[config.mk]
export PLATFORM = sky130hd
export DESIGN_NAME = sha1_stream_hasher_flat
export DESIGN_NICKNAME = d
export VERILOG_FILES = /design/src/rtl/sha1_pkg.sv /design/src/rtl/sha1_if.sv /design/src/rtl/sha1_dp.sv /design/src/rtl/sha1_ctrl.sv /design/src/rtl/sha1_stream_hasher.sv /design/src/flat_wrapper.sv
export SDC_FILE = /design/constraint.sdc
export NUM_CORES = 2
export LEC_CHECK = 0
export ABC_CLOCK_PERIOD_IN_PS = 20200
export BUFFER_PORTS_ARGS = -buffer_cell sky130_fd_sc_hd__buf_2
export CORE_ASPECT_RATIO = 1.25
export CORE_UTILIZATION = 30
export CTS_CLUSTER_DIAMETER = 100
export DETAILED_ROUTE_END_ITERATION = 8
export SLEW_MARGIN = 0
export SYNTH_ARGS = -nofsm -noshare
export SYNTH_HDL_FRONTEND = slang
export SYNTH_SLANG_ARGS = --single-unit
export TNS_END_PERCENT = 5
[constraint.sdc]
create_clock -name clk -period 20.2 [get_ports clk]
set_input_delay 1.01 -clock clk [delete_from_list [all_inputs] [get_ports clk]]
set_output_delay 1.01 -clock clk [all_outputs]
set_load 0.01 [all_outputs]
[src/rtl/sha1_pkg.sv]
// Shared types, constants and round functions for the SHA-1 stream hasher.
// No dependencies; compile first.

package sha1_pkg;

    typedef logic [31:0] word_t;
    typedef logic [4:0][31:0] chain_t;

    // Byte position inside the 64-byte block
    localparam logic [5:0] POS_LAST = 6'd63;
    localparam logic [5:0] POS_LEN  = 6'd56;

    // Block shift register source select
    localparam logic [2:0] SH_NONE = 3'd0;
    localparam logic [2:0] SH_DATA = 3'd1;
    localparam logic [2:0] SH_MARK = 3'd2;
    localparam logic [2:0] SH_ZERO = 3'd3;
    localparam logic [2:0] SH_LEN  = 3'd4;

    // Round function groups (20 rounds each)
    localparam logic [1:0] PH_CH   = 2'd0;
    localparam logic [1:0] PH_PAR1 = 2'd1;
    localparam logic [1:0] PH_MAJ  = 2'd2;
    localparam logic [1:0] PH_PAR2 = 2'd3;

    localparam logic [7:0] PAD_MARK = 8'h80;

    localparam chain_t CHAIN_INIT = {32'hC3D2E1F0, 32'h10325476, 32'h98BADCFE,
                                     32'hEFCDAB89, 32'h67452301};

    // Controller to datapath commands
    typedef struct packed {
        logic [2:0] shift;
        logic       comp_start;
        logic       round;
        logic [1:0] phase;
        logic       chain_add;
        logic       finish;
    } sha1_cmd_t;

    // Datapath to controller status
    typedef struct packed {
        logic last_slot;
        logic len_slot;
    } sha1_sts_t;

    function automatic word_t sha1_k(input logic [1:0] phase);
        word_t k;
        case (phase)
            PH_CH:   k = 32'h5A827999;
            PH_PAR1: k = 32'h6ED9EBA1;
            PH_MAJ:  k = 32'h8F1BBCDC;
            default: k = 32'hCA62C1D6;
        endcase
        return k;
    endfunction

    function automatic word_t sha1_f(input logic [1:0] phase, input word_t b,
                                     input word_t c, input word_t d);
        word_t f;
        case (phase)
            PH_CH:   f = (b & c) | (~b & d);
            PH_MAJ:  f = (b & c) | (b & d) | (c & d);
            default: f = b ^ c ^ d;
        endcase
        return f;
    endfunction

endpackage

[src/rtl/sha1_if.sv]
// Channel interfaces for the SHA-1 stream hasher: byte input and digest output.
// No dependencies.

interface sha1_byte_if;
    logic       valid;
    logic       ready;
    logic [7:0] data_byte;
    logic       has_byte;
    logic       is_last;

    modport source (output valid, output data_byte, output has_byte, output is_last,
                    input ready);
    modport sink (input valid, input data_byte, input has_byte, input is_last,
                  output ready);
endinterface

interface sha1_digest_if;
    logic        valid;
    logic        ready;
    logic [31:0] digest_word0;
    logic [31:0] digest_word1;
    logic [31:0] digest_word2;
    logic [31:0] digest_word3;
    logic [31:0] digest_word4;

    modport source (output valid, output digest_word0, output digest_word1,
                    output digest_word2, output digest_word3, output digest_word4,
                    input ready);
    modport sink (input valid, input digest_word0, input digest_word1,
                  input digest_word2, input digest_word3, input digest_word4,
                  output ready);
endinterface

[src/rtl/sha1_dp.sv]
// SHA-1 datapath: block/schedule shift register, round registers, chaining
// words, byte count and digest output register. Depends on sha1_pkg.

module sha1_dp (
    input  logic                clk,
    input  logic                rst_n,
    input  sha1_pkg::sha1_cmd_t cmd,
    input  logic [7:0]          in_byte,
    output sha1_pkg::sha1_sts_t sts,
    output sha1_pkg::chain_t    digest
);
    import sha1_pkg::*;

    logic [5:0]  pos_reg;
    logic [60:0] total_reg;
    chain_t      chain_reg;
    chain_t      digest_reg;
    word_t       w_reg [16];
    word_t       v_reg [5];

    logic [7:0]  shift_byte;
    logic        byte_en;
    logic [63:0] bit_len;
    word_t       w_new;
    word_t       round_sum;

    // Byte source for the block shift register
    always_comb
    begin
        byte_en = 1'b1;
        case (cmd.shift)
            SH_DATA: shift_byte = in_byte;
            SH_MARK: shift_byte = PAD_MARK;
            SH_ZERO: shift_byte = 8'h00;
            default:
            begin
                shift_byte = 8'h00;
                byte_en    = 1'b0;
            end
        endcase
    end

    assign bit_len = {total_reg, 3'b000};

    // Next schedule word and round sum
    assign w_new = (w_reg[13] ^ w_reg[8] ^ w_reg[2] ^ w_reg[0]);
    assign round_sum = {v_reg[0][26:0], v_reg[0][31:27]}
                     + sha1_f(cmd.phase, v_reg[1], v_reg[2], v_reg[3])
                     + v_reg[4] + sha1_k(cmd.phase) + w_reg[0];

    assign sts.last_slot = (pos_reg == POS_LAST);
    assign sts.len_slot  = (pos_reg == POS_LEN);
    assign digest        = digest_reg;

    // Position, byte count, chaining words
    always_ff @(posedge clk or negedge rst_n)
    begin
        if (!rst_n)
        begin
            pos_reg   <= '0;
            total_reg <= '0;
            chain_reg <= CHAIN_INIT;
        end
        else
        begin
            if (byte_en)
                pos_reg <= pos_reg + 6'd1;
            else if (cmd.shift == SH_LEN || cmd.finish)
                pos_reg <= '0;
            if (cmd.finish)
                total_reg <= '0;
            else if (cmd.shift == SH_DATA)
                total_reg <= total_reg + 61'd1;
            if (cmd.finish)
                chain_reg <= CHAIN_INIT;
            else if (cmd.chain_add)
            begin
                for (int i = 0; i < 5; i++)
                    chain_reg[i] <= chain_reg[i] + v_reg[i];
            end
        end
    end

    // Block store doubling as the rolling schedule window
    always_ff @(posedge clk)
    begin
        if (byte_en)
        begin
            for (int i = 0; i < 15; i++)
                w_reg[i] <= {w_reg[i][23:0], w_reg[i+1][31:24]};
            w_reg[15] <= {w_reg[15][23:0], shift_byte};
        end
        else if (cmd.shift == SH_LEN)
        begin
            for (int i = 0; i < 14; i++)
                w_reg[i] <= w_reg[i+2];
            w_reg[14] <= bit_len[63:32];
            w_reg[15] <= bit_len[31:0];
        end
        else if (cmd.round)
        begin
            for (int i = 0; i < 15; i++)
                w_reg[i] <= w_reg[i+1];
            w_reg[15] <= {w_new[30:0], w_new[31]};
        end
    end

    // Round variables a..e
    always_ff @(posedge clk)
    begin
        if (cmd.comp_start)
        begin
            for (int i = 0; i < 5; i++)
                v_reg[i] <= chain_reg[i];
        end
        else if (cmd.round)
        begin
            v_reg[0] <= round_sum;
            v_reg[1] <= v_reg[0];
            v_reg[2] <= {v_reg[1][1:0], v_reg[1][31:2]};
            v_reg[3] <= v_reg[2];
            v_reg[4] <= v_reg[3];
        end
    end

    // Digest output register
    always_ff @(posedge clk)
    begin
        if (cmd.finish)
            digest_reg <= chain_reg;
    end

endmodule

[src/rtl/sha1_ctrl.sv]
// SHA-1 controller: input/output handshakes, padding sequence and round
// counter; drives sha1_dp through sha1_cmd_t. Depends on sha1_pkg.

module sha1_ctrl (
    input  logic                clk,
    input  logic                rst_n,
    input  logic                in_valid,
    input  logic                in_has,
    input  logic                in_last,
    output logic                in_ready,
    input  logic                out_ready,
    output logic                out_valid,
    input  sha1_pkg::sha1_sts_t sts,
    output sha1_pkg::sha1_cmd_t cmd
);
    import sha1_pkg::*;

    localparam logic [2:0] S_IDLE  = 3'd0;
    localparam logic [2:0] S_ROUND = 3'd1;
    localparam logic [2:0] S_ADD   = 3'd2;
    localparam logic [2:0] S_MARK  = 3'd3;
    localparam logic [2:0] S_ZERO  = 3'd4;
    localparam logic [2:0] S_DONE  = 3'd5;

    localparam logic [6:0] RND_PAR1 = 7'd20;
    localparam logic [6:0] RND_MAJ  = 7'd40;
    localparam logic [6:0] RND_PAR2 = 7'd60;
    localparam logic [6:0] RND_LAST = 7'd79;

    logic [2:0] state_reg, state_next;
    logic [2:0] post_reg, post_next;
    logic [6:0] cnt_reg, cnt_next;
    logic       out_valid_reg, out_valid_next;

    assign in_ready  = (state_reg == S_IDLE);
    assign out_valid = out_valid_reg;

    // Next state and commands
    always_comb
    begin
        state_next = state_reg;
        post_next  = post_reg;
        cnt_next   = cnt_reg;
        cmd        = '0;
        cmd.shift  = SH_NONE;
        unique case (state_reg)
            S_IDLE:
            begin
                if (in_valid)
                begin
                    if (in_has)
                        cmd.shift = SH_DATA;
                    if (in_has && sts.last_slot)
                    begin
                        cmd.comp_start = 1'b1;
                        state_next     = S_ROUND;
                        post_next      = in_last ? S_MARK : S_IDLE;
                    end
                    else if (in_last)
                        state_next = S_MARK;
                end
            end
            S_MARK:
            begin
                cmd.shift = SH_MARK;
                if (sts.last_slot)
                begin
                    cmd.comp_start = 1'b1;
                    state_next     = S_ROUND;
                    post_next      = S_ZERO;
                end
                else
                    state_next = S_ZERO;
            end
            S_ZERO:
            begin
                if (sts.len_slot)
                begin
                    cmd.shift      = SH_LEN;
                    cmd.comp_start = 1'b1;
                    state_next     = S_ROUND;
                    post_next      = S_DONE;
                end
                else
                begin
                    cmd.shift = SH_ZERO;
                    if (sts.last_slot)
                    begin
                        cmd.comp_start = 1'b1;
                        state_next     = S_ROUND;
                        post_next      = S_ZERO;
                    end
                end
            end
            S_ROUND:
            begin
                cmd.round = 1'b1;
                if (cnt_reg < RND_PAR1)
                    cmd.phase = PH_CH;
                else if (cnt_reg < RND_MAJ)
                    cmd.phase = PH_PAR1;
                else if (cnt_reg < RND_PAR2)
                    cmd.phase = PH_MAJ;
                else
                    cmd.phase = PH_PAR2;
                if (cnt_reg == RND_LAST)
                begin
                    cnt_next   = '0;
                    state_next = S_ADD;
                end
                else
                    cnt_next = cnt_reg + 7'd1;
            end
            S_ADD:
            begin
                cmd.chain_add = 1'b1;
                state_next    = post_reg;
            end
            S_DONE:
            begin
                // wait for the output register to free up
                if (!out_valid_reg || out_ready)
                begin
                    cmd.finish = 1'b1;
                    state_next = S_IDLE;
                end
            end
            default:
                state_next = S_IDLE;
        endcase
    end

    // Output valid: set on load, cleared on transfer
    always_comb
    begin
        if (cmd.finish)
            out_valid_next = 1'b1;
        else if (out_ready)
            out_valid_next = 1'b0;
        else
            out_valid_next = out_valid_reg;
    end

    always_ff @(posedge clk or negedge rst_n)
    begin
        if (!rst_n)
        begin
            state_reg     <= S_IDLE;
            post_reg      <= S_IDLE;
            cnt_reg       <= '0;
            out_valid_reg <= 1'b0;
        end
        else
        begin
            state_reg     <= state_next;
            post_reg      <= post_next;
            cnt_reg       <= cnt_next;
            out_valid_reg <= out_valid_next;
        end
    end

endmodule

[src/rtl/sha1_stream_hasher.sv]
// SHA-1 over a byte stream, one byte per transfer; digest as five words.
// A byte that completes a 64-byte block starts a compression (load, 80
// rounds on one round unit, add); no input is taken until it ends. End of
// message: padding shifts one byte per cycle outside compressions; the digest
// is held in an output register, loaded once that register is free.
// Reset (rst_n, async low) loads the initial chaining words, clears the count.

module sha1_stream_hasher (
    input  logic                 clk,
    input  logic                 rst_n,
    sha1_byte_if.sink            msg,
    sha1_digest_if.source        digest
);
    import sha1_pkg::*;

    sha1_cmd_t cmd;
    sha1_sts_t sts;
    chain_t    digest_words;

    sha1_ctrl u_ctrl (
        .clk       (clk),
        .rst_n     (rst_n),
        .in_valid  (msg.valid),
        .in_has    (msg.has_byte),
        .in_last   (msg.is_last),
        .in_ready  (msg.ready),
        .out_ready (digest.ready),
        .out_valid (digest.valid),
        .sts       (sts),
        .cmd       (cmd)
    );

    sha1_dp u_dp (
        .clk     (clk),
        .rst_n   (rst_n),
        .cmd     (cmd),
        .in_byte (msg.data_byte),
        .sts     (sts),
        .digest  (digest_words)
    );

    assign digest.digest_word0 = digest_words[0];
    assign digest.digest_word1 = digest_words[1];
    assign digest.digest_word2 = digest_words[2];
    assign digest.digest_word3 = digest_words[3];
    assign digest.digest_word4 = digest_words[4];

endmodule

[src/flat_wrapper.sv]
// flat-port wrapper written by rule: the top's interface ports become plain ports
module sha1_stream_hasher_flat import sha1_pkg::*;
  (clk, rst_n, msg_valid, msg_data_byte, msg_has_byte, msg_is_last, msg_ready, digest_valid, digest_digest_word0, digest_digest_word1, digest_digest_word2, digest_digest_word3, digest_digest_word4, digest_ready);
  sha1_byte_if msg_i ();
  sha1_digest_if digest_i ();
  input  logic clk;
  input  logic rst_n;
  input wire logic [$bits(msg_i.valid)-1:0] msg_valid;
  input wire logic [$bits(msg_i.data_byte)-1:0] msg_data_byte;
  input wire logic [$bits(msg_i.has_byte)-1:0] msg_has_byte;
  input wire logic [$bits(msg_i.is_last)-1:0] msg_is_last;
  output wire logic [$bits(msg_i.ready)-1:0] msg_ready;
  output wire logic [$bits(digest_i.valid)-1:0] digest_valid;
  output wire logic [$bits(digest_i.digest_word0)-1:0] digest_digest_word0;
  output wire logic [$bits(digest_i.digest_word1)-1:0] digest_digest_word1;
  output wire logic [$bits(digest_i.digest_word2)-1:0] digest_digest_word2;
  output wire logic [$bits(digest_i.digest_word3)-1:0] digest_digest_word3;
  output wire logic [$bits(digest_i.digest_word4)-1:0] digest_digest_word4;
  input wire logic [$bits(digest_i.ready)-1:0] digest_ready;
  assign msg_i.valid = msg_valid;
  assign msg_i.data_byte = msg_data_byte;
  assign msg_i.has_byte = msg_has_byte;
  assign msg_i.is_last = msg_is_last;
  assign msg_ready = msg_i.ready;
  assign digest_valid = digest_i.valid;
  assign digest_digest_word0 = digest_i.digest_word0;
  assign digest_digest_word1 = digest_i.digest_word1;
  assign digest_digest_word2 = digest_i.digest_word2;
  assign digest_digest_word3 = digest_i.digest_word3;
  assign digest_digest_word4 = digest_i.digest_word4;
  assign digest_i.ready = digest_ready;
  sha1_stream_hasher u_core (.clk(clk), .rst_n(rst_n), .msg(msg_i), .digest(digest_i));
endmodule
# ---- Yosys cells after proc, flatten, opt, wreduce, memory -nomap -nowiden
# Memory sizes are Yosys's and may differ from the RTL's.
# Index checks and enable logic that the tools add are counted.
dict set report op_classes {
  n_addsub 12
  order_cmp 3
  eq_ne 20
  muxes 91
  bitwise_logic 50
  reduce_logical 14
}
# cell count
set op_table {}
lappend op_table {{$mux 32} 37}
lappend op_table {{$mux 160} 2}
lappend op_table {{$add 32x32->32} 9}
lappend op_table {{$xor 32x32->32} 5}
lappend op_table {{$and 32x32->32} 4}
lappend op_table {{$mux 61} 2}
lappend op_table {{$or 32x32->32} 3}
lappend op_table {{$pmux 32 s3} 1}
lappend op_table {{$pmux 32 s2} 1}
lappend op_table {{$add 61x1->61 const B} 1}
lappend op_table {{$mux 3} 13}
lappend op_table {{$or 1x1->1} 37}
lappend op_table {{$not 32->32} 1}
lappend op_table {{$mux 1} 23}
lappend op_table {{$pmux 3 s6} 1}
lappend op_table {{$pmux 8 s2} 1}
lappend op_table {{$lt 7x6->1 const B} 2}
lappend op_table {{$eq 3x2->1 const B} 4}
lappend op_table {{$eq 6x6->1 const B} 2}
lappend op_table {{$mux 6} 2}
lappend op_table {{$pmux 4 s3} 1}
lappend op_table {{$eq 3x3->1 const B} 3}
lappend op_table {{$pmux 3 s3} 1}
lappend op_table {{$mux 2} 4}
lappend op_table {{22 further kinds} 30}
dict set report word_totals {
  ff_bits 401
  ramBits 672
  in_bits 14
  output_inout_bits 162
  n_memories 2
}
# name depth word_bits rd rd_clocked_by_memory_dff write_ports line_no
set memory_table {}
lappend memory_table {u_core.u_dp.w_reg 16 32 16 0 16 sha1_dp.sv:18} ;# word_t w_reg [16];
lappend memory_table {u_core.u_dp.v_reg 5 32 5 0 5 sha1_dp.sv:19} ;# word_t v_reg [5];

# ---- Depth between registers and ports, before layout
dict set report depth {
  ltp_word 12
  ltp_mapped 32
  mapped_depth_nobuf 28
}

# ---- Modules after synthesis
# From an unflattened synthesis, not the netlist that was laid out.
dict set report hier_totals {
  cells_unflattened 5895
  area_unflattened_um2 60187.7
}
# mod n_inst cells_each area_each_um2
set by_module_without_submodules {}
lappend by_module_without_submodules {sha1_dp 1 5788 59296.9}
lappend by_module_without_submodules {sha1_ctrl 1 107 890.9}

# ---- Worst setup path before layout
# No wires, ideal clock.
dict set report synth_path {
  path_kind {input to register}
  start {input msg_valid}
  end {memory u_core.u_dp.w_reg[0][100] in the netlist's numbering, enable pin}
  arrival_ps 5694
  required_ps 18461
  slack_ps 12767
  stages 6
  path_buffers 2
  cell_sequence {nand2_1 > mux2i_1 > a21oi_1 > clkbuf_1 > clkbuf_1 > nand2_1}
}
# element line_no
set synth_rtl {}
lappend synth_rtl {{from (decl)} flat_wrapper.sv:8} ;# input wire logic [$bits(msg_i.valid)-1:0] msg_valid;
lappend synth_rtl {{to (decl)} sha1_dp.sv:18}

==> results by group <==
Synthesis
  – Mean post-synth cell area: 9.84 um^2
  – Gate count of the mapped netlist: 6062
  – Total of warnings raised by yosys: 0
  – Largest area contributor in the netlist: sky130_fd_sc_hd__edfxtp_1
  – Biggest area contributors in the synthesized netlist: sky130_fd_sc_hd__edfxtp_1, sky130_fd_sc_hd__nand2_1, sky130_fd_sc_hd__dfrtp_1
  – Share of Yosys cell area claimed by the top area cell type: 41.9%
  – Share of flip-flops with an asynchronous set or reset: 22.5%
  – Post-Synthesis Cell Area: 0.0596 mm^2
  – Number of enable-type register cells in the synthesized netlist: 832
  – Sequential-to-total area share from yosys stat: 52.2%
  – Number of nets produced by synthesis: 6401
  – Primary flip-flop cell chosen by synthesis mapping: sky130_fd_sc_hd__edfxtp_1
  – Synthesis-stage register bit count: 1073
  – Yosys cell types: 79

STA
  – Number of pins with negative max-slew slack in the final report: 0
  – Unrepaired setup endpoints after global routing: no
  – Worst clock skew: 45.4 ps
  – Minimum period implied by the final worst setup slack: 8520 ps
  – Portion of the clock cycle consumed by the worst path in the final layout: 42.2%
  – Fin. Hold Viols: 0
  – Final hold slack: 208 ps
  – Max-Slew Margin vs Limit: 22.4%
  – Total negative setup slack: 0 ps
  – Highest attainable clock frequency: 117 MHz
  – Endpoints failing setup: 0
  – Setup slack after layout: 11680 ps
  – Slew at the pin closest to its max-slew limit: 1160 ps

Routing
  – Routed met1 length: 74800 um
  – DRC violation count after routing: 0
  – Overall routed net length: 175000 um
  – First drt pass iteration count: 8
  – Routed via count divided by cell count: 5.16
  – Top routing layer in use: met5
  – Via count of the routed design: 45200
  – Antenna Violating Nets Remaining: 0
  – Routed wire length on met2: 84100 um
  – Routed len/inst: 20.0 um
  – Total met3 wirelength after detailed routing: 9970 um
  – Initial DRC count: 4562

Placement
  – Placed cell count: 8545
  – Port Buffer Count: 175
  – Area after DPL: 0.0631 mm^2
  – Post-Place Worst Slack: 11630 ps
  – Global placement routability congestion: 0.901
  – HPWL after detailed placement: 124000 um

Clock network
  – Clock H-tree levels: 3
  – Clock tree from TritonCTS: done
  – Hold-fix buffers, CTS: 0
  – Clock tree buffer depth: 3
  – Count of buffers added by post-CTS timing repair for setup: 0
  – Clk Latency, worst-skew pair: 760 ps
  – Clock sink count: 1073
  – Quantity of gates resized following cts: 0
  – Clock Tree Root: sky130_fd_sc_hd__clkbuf_16
  – Number of buffers created by CTS: 115
  – Clock transition at the registers of the reported paths: 60 ps

GRT
  – Global route overflow: 0
  – Wire length of the first global-routing pass: 268000 um
  – Maximum number of pins on one net before global-route repair: 217
  – Total routing usage reported by global routing: 17.1%
  – Vias in the first global route: 43900
  – Initial antenna violation count: 16

Cells and area
  – Most common library cell in the layout ignoring fill and taps: sky130_fd_sc_hd__nand2_1
  – Final-stage net count: 6425
  – Design Area, Final: 0.0671 mm^2
  – Layout cell share with drive strength beyond 1: 9.00%
  – Util after Layout: 34.0%
  – Non-filler cells in the finished layout: 8764
  – Commonest non-fill, non-tap cells in the layout: sky130_fd_sc_hd__nand2_1, sky130_fd_sc_hd__edfxtp_1, sky130_fd_sc_hd__nor2_1, sky130_fd_sc_hd__a31oi_1, sky130_fd_sc_hd__o21ai_0
  – Number of flip-flops under the largest register name: 512
  – Layout overhead on the synthesized area: 12.5%

Pwr
  – Leakage power: 28.5 nW
  – Power density over the cells: 68.8 mW/mm^2
  – Overall power of the completed layout: 4.61 mW
  – Peak ir drop on the vdd network: 0.0758 mV

Floorplan
  – Die area: 0.201 mm^2
  – Width of the chip: 401 um
  – Core Footprint: 0.197 mm^2
  – Num ports: 176
  – Standard-cell rows: 182
  – Y dimension of the die: 500 um
  – Starting density of the core: 30.2%

Worst setup path
  – Most numerous cell on the critical path: sky130_fd_sc_hd__fa_1
  – Bufs and invs on worst path: 4
  – Critical path data arrival time: 8990 ps
  – Top Family by Delay on Critical Path: compound AO/OA/AOI/OAI gates
  – Max stage delay cell, worst path: sky130_fd_sc_hd__ha_1
  – Sort of element at the start of the critical path: flop
  – CP peak stage delay: 690 ps
  – Number of cells traversed by the worst register-to-register path: 25
  – Largest fanout on the critical path: 62
  – Data required time of the worst path: 20670 ps
  – Instance count on the critical path: 25
  – Crit Path Class: flop to flop
  – Type of destination of the critical path: flop

Job
  – Count of maximum capacitance violations: 0

Status
  – Status: completed

Worst hold path
  – Type of the worst min-delay path: input pin to asynchronous set/reset pin
layer usage:
metal	global-route usage, %	up-vias
met5	0	-
met4	6.14	20
met3	2.37	277
met2	28.9	1291
met1	22.2	22200
li1	-	21400
cells by family after synthesis:
family | after synthesis | share of synthesized area [%]
AOI/OAI and AO/OA | 1305 | 13.9
xor gates and xnor gates | 325 | 4.77
adders and majority gates | 326 | 8.41
buffers and inverters | 540 | 3.41
DFF | 1073 | 52.2
muxes | 35 | 0.627
and+or+nand+nor | 2458 | 16.7
path summary, 6_finish.rpt:
path | startpoint | end | slack, ps
min in group clk | u_core.u_ctrl.post_reg[1] | u_core.u_ctrl.post_reg[1] | 510
worst max register to register | u_core.u_ctrl.state_reg[0] | u_core.u_dp.v_reg[0][31] | 11680
worst min register to register | u_core.u_ctrl.post_reg[1] | u_core.u_ctrl.post_reg[1] | 510
worst max-delay path | u_core.u_ctrl.state_reg[0] | u_core.u_dp.v_reg[0][31] | 11680
max in group asynchronous | rst_n | u_core.u_dp.total_reg[56] | 17800
worst min-delay path | rst_n | u_core.u_dp.chain_reg[103] | 210
power breakdown:
group / switching [mW] / internal (mW) / total, mW
Sequential: 0.0000000000000000258 / 2.35 / 2.35
Clock: 0.952 / 1.30 / 2.25
Combinational: 0.0117 / 0.00156 / 0.0133
Total: 0.963 / 3.65 / 4.61
Yosys cell counts, drive strengths merged, types with 121 or more instances:
cell type and n:
a22oi 121, xor2 154, dfrtp 161, inv 221, ha 200, nor2 663
nand2 1448, clkbuf 299, xnor2 171, a31oi 330, a21oi 222, o21ai 272
fa 125, edfxtp 832
layout make-up:
cell class / count / area, um^2
diodes: 2 / 5.00
well taps: 2576 / 3220
fillers: 19800 / 130000
inverters: 223 / 845
repair buffers: 224 / 1290
clock inverters: 78 / 961
flip-flops and latches: 1073 / 31100
multi-input cells: 4449 / 26600
clock buffers: 139 / 3030
worst reg2reg max path, stage by stage (launching register included):
cell	delay (ps)
sky130_fd_sc_hd__dfrtp_1	600
sky130_fd_sc_hd__nor2b_1	460
sky130_fd_sc_hd__nor2b_4	220
sky130_fd_sc_hd__buf_4	630
sky130_fd_sc_hd__o21ai_0	480
sky130_fd_sc_hd__ha_1	690
sky130_fd_sc_hd__inv_1	660
sky130_fd_sc_hd__o211ai_1	170
sky130_fd_sc_hd__o21ai_0	140
sky130_fd_sc_hd__fa_1	240
sky130_fd_sc_hd__fa_1	450
sky130_fd_sc_hd__fa_1	550
sky130_fd_sc_hd__inv_1	50
sky130_fd_sc_hd__ha_1	200
sky130_fd_sc_hd__inv_1	80
sky130_fd_sc_hd__fa_1	250
sky130_fd_sc_hd__nor2b_4	60
sky130_fd_sc_hd__o31a_1	290
sky130_fd_sc_hd__a311o_1	410
sky130_fd_sc_hd__a21o_1	300
sky130_fd_sc_hd__a2111oi_4	520
sky130_fd_sc_hd__o31a_1	270
sky130_fd_sc_hd__o31ai_1	130
sky130_fd_sc_hd__a21oi_2	180
sky130_fd_sc_hd__xnor2_1	140
sky130_fd_sc_hd__o21ai_1	70
Power figures use the tool's default switching activity.
